==> config.mk <==
export PLATFORM = sky130hd
export DESIGN_NAME = fletcher64_object_checksum_verify_top
export DESIGN_NICKNAME = d
export VERILOG_FILES = /design/src/hw/rtl/fl64v_pkg.sv /design/src/hw/rtl/fletcher64_object_checksum_verify_top.sv /design/src/hw/rtl/fl64v_accum.sv /design/src/hw/rtl/fl64v_check.sv
export SDC_FILE = /design/constraint.sdc
export NUM_CORES = 1
export LEC_CHECK = 0
export BUFFER_PORTS_ARGS = -buffer_cell sky130_fd_sc_hd__buf_4
export CAP_MARGIN = 30
export CORE_UTILIZATION = 25
export CTS_BUF_LIST = sky130_fd_sc_hd__clkbuf_16
export DETAILED_ROUTE_END_ITERATION = 16
export PLACE_DENSITY_LB_ADDON = 0.2
export SLEW_MARGIN = 40
export SYNTH_ARGS = -nofsm -noshare
export SYNTH_HDL_FRONTEND = slang
export SYNTH_SLANG_ARGS = --single-unit
==> constraint.sdc <==
create_clock -name clk -period 14.9 [get_ports clk]
set_input_delay 2.98 -clock clk [delete_from_list [all_inputs] [get_ports clk]]
set_output_delay 2.98 -clock clk [all_outputs]
set_load 0.05 [all_outputs]
==> src/hw/rtl/fl64v_pkg.sv <==
package fl64v_pkg;

	localparam logic [31:0] FlMod = 32'hFFFF_FFFF;

	typedef struct packed {
		logic [31:0] low_sum;
		logic [31:0] high_sum;
		logic [63:0] stored;
		logic        long_enough;
		logic        header_ok;
	} fl64v_obj_t;

	// sum of two values modulo 2^32-1, a below the modulus, b at most the modulus
	function automatic logic [31:0] mod_add(input logic [31:0] a, input logic [31:0] b);
		logic [32:0] s;
		s = {1'b0, a} + {1'b0, b};
		if (s >= {1'b0, FlMod}) begin
			s = s - {1'b0, FlMod};
		end
		return s[31:0];
	endfunction

endpackage

==> src/hw/rtl/fletcher64_object_checksum_verify_top.sv <==
// channel  handshake             payload
// in       in_valid / in_ready   word, last_word
// out      out_valid / out_ready checksum, match, too_short
//
// one word accepted per cycle while in_ready is high; a result passes valid_s1, valid_s2, then out_valid
// sums update once per accepted word, check halves over the next two stages
// whole pipeline holds while a result waits and out_ready is low
// reset clears sums, stored checksum, word count and all valid flags
module fletcher64_object_checksum_verify_top #(
	parameter int SKIP_WORDS   = 2,
	parameter int HEADER_WORDS = 8,
	parameter int MAX_WORDS    = 16384
) (
	input  logic        clk,
	input  logic        arst_n,
	input  logic        in_valid,
	output logic        in_ready,
	input  logic [31:0] word,
	input  logic        last_word,
	output logic        out_valid,
	input  logic        out_ready,
	output logic [63:0] checksum,
	output logic        match,
	output logic        too_short
);
	import fl64v_pkg::*;

	logic       en;
	logic       valid_s1;
	fl64v_obj_t obj_s1;

	assign en       = !out_valid || out_ready;
	assign in_ready = en;

	fl64v_accum #(
		.SKIP_WORDS  (SKIP_WORDS),
		.HEADER_WORDS(HEADER_WORDS),
		.MAX_WORDS   (MAX_WORDS)
	) u_accum (
		.clk      (clk),
		.arst_n   (arst_n),
		.en       (en),
		.in_valid (in_valid),
		.word     (word),
		.last_word(last_word),
		.valid_s1 (valid_s1),
		.obj_s1   (obj_s1)
	);

	fl64v_check u_check (
		.clk        (clk),
		.arst_n     (arst_n),
		.en         (en),
		.valid_s1   (valid_s1),
		.obj_s1     (obj_s1),
		.valid_q    (out_valid),
		.checksum_q (checksum),
		.match_q    (match),
		.too_short_q(too_short)
	);

	a_match_not_short: assert property (@(posedge clk) disable iff (!arst_n)
		out_valid && match |-> !too_short)
		else $error("match with short object");

	a_last_enters_pipe: assert property (@(posedge clk) disable iff (!arst_n)
		in_valid && in_ready && last_word |=> valid_s1)
		else $error("last word lost");

	a_long_has_check: assert property (@(posedge clk) disable iff (!arst_n)
		out_valid && !too_short |-> checksum[31:0] != 32'd0)
		else $error("zero first check half on long object");

endmodule

==> src/hw/rtl/fl64v_accum.sv <==
module fl64v_accum #(
	parameter int SKIP_WORDS   = 2,
	parameter int HEADER_WORDS = 8,
	parameter int MAX_WORDS    = 16384
) (
	input  logic                   clk,
	input  logic                   arst_n,
	input  logic                   en,
	input  logic                   in_valid,
	input  logic [31:0]            word,
	input  logic                   last_word,
	output logic                   valid_s1,
	output fl64v_pkg::fl64v_obj_t  obj_s1
);
	import fl64v_pkg::*;

	localparam int IdxW = $clog2(MAX_WORDS + 1);

	logic [31:0]     low_q;
	logic [31:0]     high_q;
	logic [63:0]     stored_q;
	logic [IdxW-1:0] idx_q;

	logic            accept;
	logic [31:0]     low_d;
	logic [31:0]     high_d;
	logic [63:0]     stored_d;
	logic [IdxW-1:0] count;

	assign accept = in_valid && en;

	always_comb begin
		low_d    = low_q;
		high_d   = high_q;
		stored_d = stored_q;
		if (idx_q < IdxW'(SKIP_WORDS)) begin
			if (idx_q == '0) begin
				stored_d[31:0] = word;
			end else if (idx_q == IdxW'(1)) begin
				stored_d[63:32] = word;
			end
		end else begin
			low_d  = mod_add(low_q, word);
			high_d = mod_add(high_q, low_d);
		end
		count = (idx_q >= IdxW'(MAX_WORDS)) ? IdxW'(MAX_WORDS) : idx_q + IdxW'(1);
	end

	always_ff @(posedge clk or negedge arst_n) begin
		if (!arst_n) begin
			low_q    <= '0;
			high_q   <= '0;
			stored_q <= '0;
			idx_q    <= '0;
		end else if (accept) begin
			if (last_word) begin
				low_q    <= '0;
				high_q   <= '0;
				stored_q <= '0;
				idx_q    <= '0;
			end else begin
				low_q    <= low_d;
				high_q   <= high_d;
				stored_q <= stored_d;
				idx_q    <= count;
			end
		end
	end

	always_ff @(posedge clk or negedge arst_n) begin
		if (!arst_n) begin
			valid_s1 <= 1'b0;
		end else if (en) begin
			valid_s1 <= accept && last_word;
		end
	end

	always_ff @(posedge clk) begin
		if (accept && last_word) begin
			obj_s1.low_sum     <= low_d;
			obj_s1.high_sum    <= high_d;
			obj_s1.stored      <= stored_d;
			obj_s1.long_enough <= count > IdxW'(SKIP_WORDS);
			obj_s1.header_ok   <= count > IdxW'(HEADER_WORDS);
		end
	end

endmodule

==> src/hw/rtl/fl64v_check.sv <==
module fl64v_check (
	input  logic                   clk,
	input  logic                   arst_n,
	input  logic                   en,
	input  logic                   valid_s1,
	input  fl64v_pkg::fl64v_obj_t  obj_s1,
	output logic                   valid_q,
	output logic [63:0]            checksum_q,
	output logic                   match_q,
	output logic                   too_short_q
);
	import fl64v_pkg::*;

	logic        valid_s2;
	logic [31:0] c1_s2;
	logic [31:0] low_s2;
	logic [63:0] stored_s2;
	logic        long_s2;
	logic        hdr_s2;

	logic [31:0] c1;
	logic [31:0] c2;
	logic [63:0] sum;

	assign c1  = FlMod - mod_add(obj_s1.low_sum, obj_s1.high_sum);
	assign c2  = FlMod - mod_add(low_s2, c1_s2);
	assign sum = long_s2 ? {c2, c1_s2} : 64'd0;

	always_ff @(posedge clk or negedge arst_n) begin
		if (!arst_n) begin
			valid_s2 <= 1'b0;
			valid_q  <= 1'b0;
		end else if (en) begin
			valid_s2 <= valid_s1;
			valid_q  <= valid_s2;
		end
	end

	always_ff @(posedge clk) begin
		if (en) begin
			c1_s2       <= c1;
			low_s2      <= obj_s1.low_sum;
			stored_s2   <= obj_s1.stored;
			long_s2     <= obj_s1.long_enough;
			hdr_s2      <= obj_s1.header_ok;
			checksum_q  <= sum;
			match_q     <= hdr_s2 && (sum == stored_s2);
			too_short_q <= !hdr_s2;
		end
	end

endmodule
==> results.md <==
* CTS max path bufs at 3
* Initial antenna violation count at 10
* CP Capture Type: flip-flop
* Largest net degree at the start of global routing at 68
* Crit Path Max Fanout at 13
* F_max at 0.08212 GHz
* Seq/Total Area, Yosys at 0.4496
* Worst-margin pin slew at 0.8720 ns
* Post-Route WL at around 110 mm
* Status: complete, no violations
* DP HPWL at 82.69 mm
* DIE AREA at 0.1210 mm²
* Worst-path clk slew at 0.06 ns
* DP Worst Slack at 2.146 ns
* Crit path DAT at around 13 ns
* Worst setup path category: input port to flip-flop
* Vias per cell at between 5 and 6
* EDFF count, synth at between 300 and 400
* Post-synthesis async set-or-reset flop share at 0.3093
* Num Clock Sinks at 472
* Share of cells above drive strength 1 at 0.1119
* Row Count at 126
* Share of the synthesized area in the top cell type at 0.3274
* Crit-path most repeated cell: xor2_1
* Filler instances at 12,350
* Worst-Skew Late Latency at ~0.68 ns
* CP top delay family: compound AO/OA/AOI/OAI gates
* Syn_nets at approximately 3,200
* Sequential power share at 0.258
* Hold crit path type: flip-flop to flip-flop
* DRC viols at 0
* Die W at about 350 µm
* Initial DRC count at between 1,500 and 2,000
* Chip height at 347.8 µm
* # nets final at 3,250
* Clock Power Share at 0.160
* GPL Wtd Cong at 0.9225
* Final Setup Violations at 0
* H-tree depth at 2
* Main flop type after synthesis: edfxtp_1
* Port buffer count at 104
* Worst path required time at 15.27 ns
* Fin Clk Skew at 0.05739 ns
* Maximum capacitance violations at 0
* First-pass GRT wire length at 157.2 mm
* Distinct cell type count after synthesis at 99
* Fin area at 0.03438 mm²
* Rel. slew slack at 0.4167
* Root buffer cell: clkbuf_16
* RSZ-0062 raised after global routing: no
* Synth top area cells: edfxtp_1, dfrtp_1, ha_1, xnor2_1, nand2_1
* I/O pins at 105
* Switching Fraction at 0.4931
* GRT overflow at 0
* Gr usage total at 0.1736
* Lkg Pwr at 13.50 nW
* Hold Crit Depth at 0
* Synthesized instance count at 2,999
* Overall Power at 8.581 mW
* Pint at ~4.3 mW
* Hold Path End: u_check.stored_s2[20]$_DFFE_PN_
* #FFs+latches synth at between 400 and 500
* Min Clock Period, post-route at 12.18 ns
* Synth warn at 0
* Worst setup margin at about 2.7 ns
* Starting Density at 0.2526
* R2R depth at 31
* Antenna Nets Post-Route at 0
* Total CTS buffers at 57
* R2R Path End: u_accum.obj_s1[76]$_DFFE_PP_
* Avg WL per Cell at 22.77 µm
* Mapped Area at 0.02990 mm²
* R2r setup slk at about 4.8 ns
* Pwr dens at 249.6 mW/mm²
* Core box area at 0.1184 mm²
* Postcts setup bufs at 0
* Vias in the first global route at ~23,000
* Setup crit start kind: input port
* Final hold vios at 0
* Worst Hold Launch: u_accum.obj_s1[22]$_DFFE_PP_
* Pre-antenna DRT Iters at 5
* R2r startpoint: u_accum.low_q[0]$_DFFE_PN0P_
* Maximum VDD drop at 0.1087 mV
* Syn avg cell area at 9.971 µm²
* Fin. max-slew vios at 0
* # resized after CTS at 0
* Setup TNS at 0 ns
* CP Buf/Inv Count at 3
* CTS Hold Bufs at 0
* Tcrit/Tclk final at 0.8173
* Critical-path cell with the highest stage delay: or4b_1
* Placed inst area at 0.03253 mm²
* Area grow syn2layout at 14.97%
* Crit-path max cell delay at 0.62 ns
* CTS tree: yes
* Logic gate share of total power at 0.583
* Cell taking the most area after synthesis: edfxtp_1
* Via count at between 20,000 and 25,000
* Switching pwr at approximately 4.2 mW
[per-stage QoR]
stage,utilization,hold WS [ns],std cells
after global placement,0.2743,0.4014,4612
after global routing,0.2903,0.3883,4720
final,0.2904,0.3869,4722
after detailed placement,0.2747,0.4045,4613
after floorplan,-,0.4003,2999
after CTS,0.2902,0.3814,4720
[worst max path at each step]
| stage | cells after the start | slack (ns) | end | startpoint |
|---|---|---|---|---|
| floorplan | 4 | 2.06 | u_accum.valid_s1$_DFFE_PN0N_ | out_ready |
| global placement | 31 | 2.33 | u_accum.obj_s1[76]$_DFFE_PP_ | word[0] |
| detailed placement | 32 | 2.15 | u_accum.obj_s1[76]$_DFFE_PP_ | word[0] |
| CTS | 31 | 2.79 | u_accum.obj_s1[76]$_DFFE_PP_ | word[0] |
| global route | 31 | 2.09 | u_accum.obj_s1[76]$_DFFE_PP_ | word[0] |
| finish | 32 | 2.72 | u_accum.obj_s1[76]$_DFFE_PP_ | word[0] |
[final cells by class]
type                    count  area (µm²)  area share
well taps                1600        2002     0.05823
clock buffers              59        1476     0.04295
repair buffers            133        1030     0.02995
inverters                  98       367.9     0.01070
flip-flops and latches    472       13440      0.3910
multi-input cells        2310       15700      0.4565
diodes                      2       5.005   0.0001456
clock inverters            48       360.3     0.01048
[synthesized netlist by cell type (21+ instances only)]
cell type and number:
and2_1 70, o21a_1 31, nor2_1 239, a22o_1 86, dfrtp_1 146, a21o_1 52
nand4_1 51, mux2_2 75, nand2_1 260, o211ai_1 21, inv_1 97, o21ai_0 138
nor4_1 35, a31oi_1 32, or3_1 28, o31ai_1 21, edfxtp_1 326, clkbuf_1 95
nand3_1 89, a21oi_1 185, and3_1 41, xor2_1 87, nand2b_1 26, nor3_1 76
ha_1 137, a211oi_1 38, xnor2_1 139, o21ai_1 35
[kinds of logic (layout without fill, tap and decap cells)]
group / Yosys count / count (layout) / share of synthesized area
AOI/OAI and AO/OA: 811 / 811 / 0.1854
xor gates and xnor gates: 226 / 226 / 0.06620
adders and majority gates: 142 / 142 / 0.06034
buffers and inverters: 217 / 338 / 0.02799
DFF: 472 / 472 / 0.4496
muxes: 92 / 92 / 0.03393
other: 0 / 2 / 0
and+or+nand+nor: 1039 / 1039 / 0.1766
[routing by layer]
metal  vias up  share of wire  track usage  wire [µm]
met5         -              0            0          0
li1      11440              -            -          -
met3       128          0.044      0.01721       4745
met2       668           0.45       0.2710      47950
met4         0          0.029      0.05367       3112
met1     11730           0.48       0.2507      51720
[power by group through the flow]
stage	Combinational, mW	Sequential, mW	Clock [mW]
3_5_place_dp	4.95	2.24	0
3_3_place_gp	4.96	2.24	0
4_1_cts	4.97	2.22	1.41
6_report	5.00	2.21	1.37
5_1_grt	5.42	2.24	1.46
2_1_floorplan	3.27	2.32	0
[registers in the layout, summed over array words and instances, names as in the netlist]
signal,flops
u_accum.obj_s1,130
u_check.match_q,1
u_check.too_short_q,1
u_accum.valid_s1,1
u_accum.idx_q,15
u_check.checksum_q,64
u_accum.high_q,32
u_accum.low_q,32
u_check.low_s2,32
u_check.hdr_s2,1
u_check.c1_s2,32
u_accum.stored_q,64
u_check.stored_s2,64
u_check.valid_q,1
u_check.long_s2,1
u_check.valid_s2,1
[cell usage in the layout, fill, tap and decap left out, types with 10 or more instances in the layout]
| cell type | count |
|---|---|
| o21a_1 | 31 |
| buf_4 | 127 |
| clkinv_1 | 10 |
| a211oi_1 | 38 |
| nand3_1 | 88 |
| nor3_1 | 74 |
| o211ai_1 | 21 |
| o21ai_0 | 138 |
| a21oi_1 | 184 |
| o2111ai_1 | 11 |
| mux2i_1 | 17 |
| a21o_1 | 52 |
| dfrtp_1 | 146 |
| a2111oi_0 | 11 |
| inv_1 | 118 |
| a22o_1 | 86 |
| nor4_1 | 34 |
| clkbuf_16 | 59 |
| mux2_2 | 75 |
| nand2b_1 | 25 |
| or2_2 | 15 |
| and3_1 | 40 |
| o22ai_1 | 12 |
| and2_1 | 69 |
| or4_1 | 12 |
| and4_1 | 10 |
| nand4_1 | 51 |
| xor2_1 | 87 |
| or3_1 | 28 |
| o21ai_1 | 34 |
| nor2_1 | 238 |
| nand2_1 | 259 |
| o31ai_1 | 20 |
| ha_1 | 137 |
| a31oi_1 | 32 |
| nor2b_1 | 20 |
| xnor2_1 | 138 |
| edfxtp_1 | 326 |
| o21bai_1 | 15 |
| nand3b_1 | 15 |
Power figures use the tool's default switching activity.
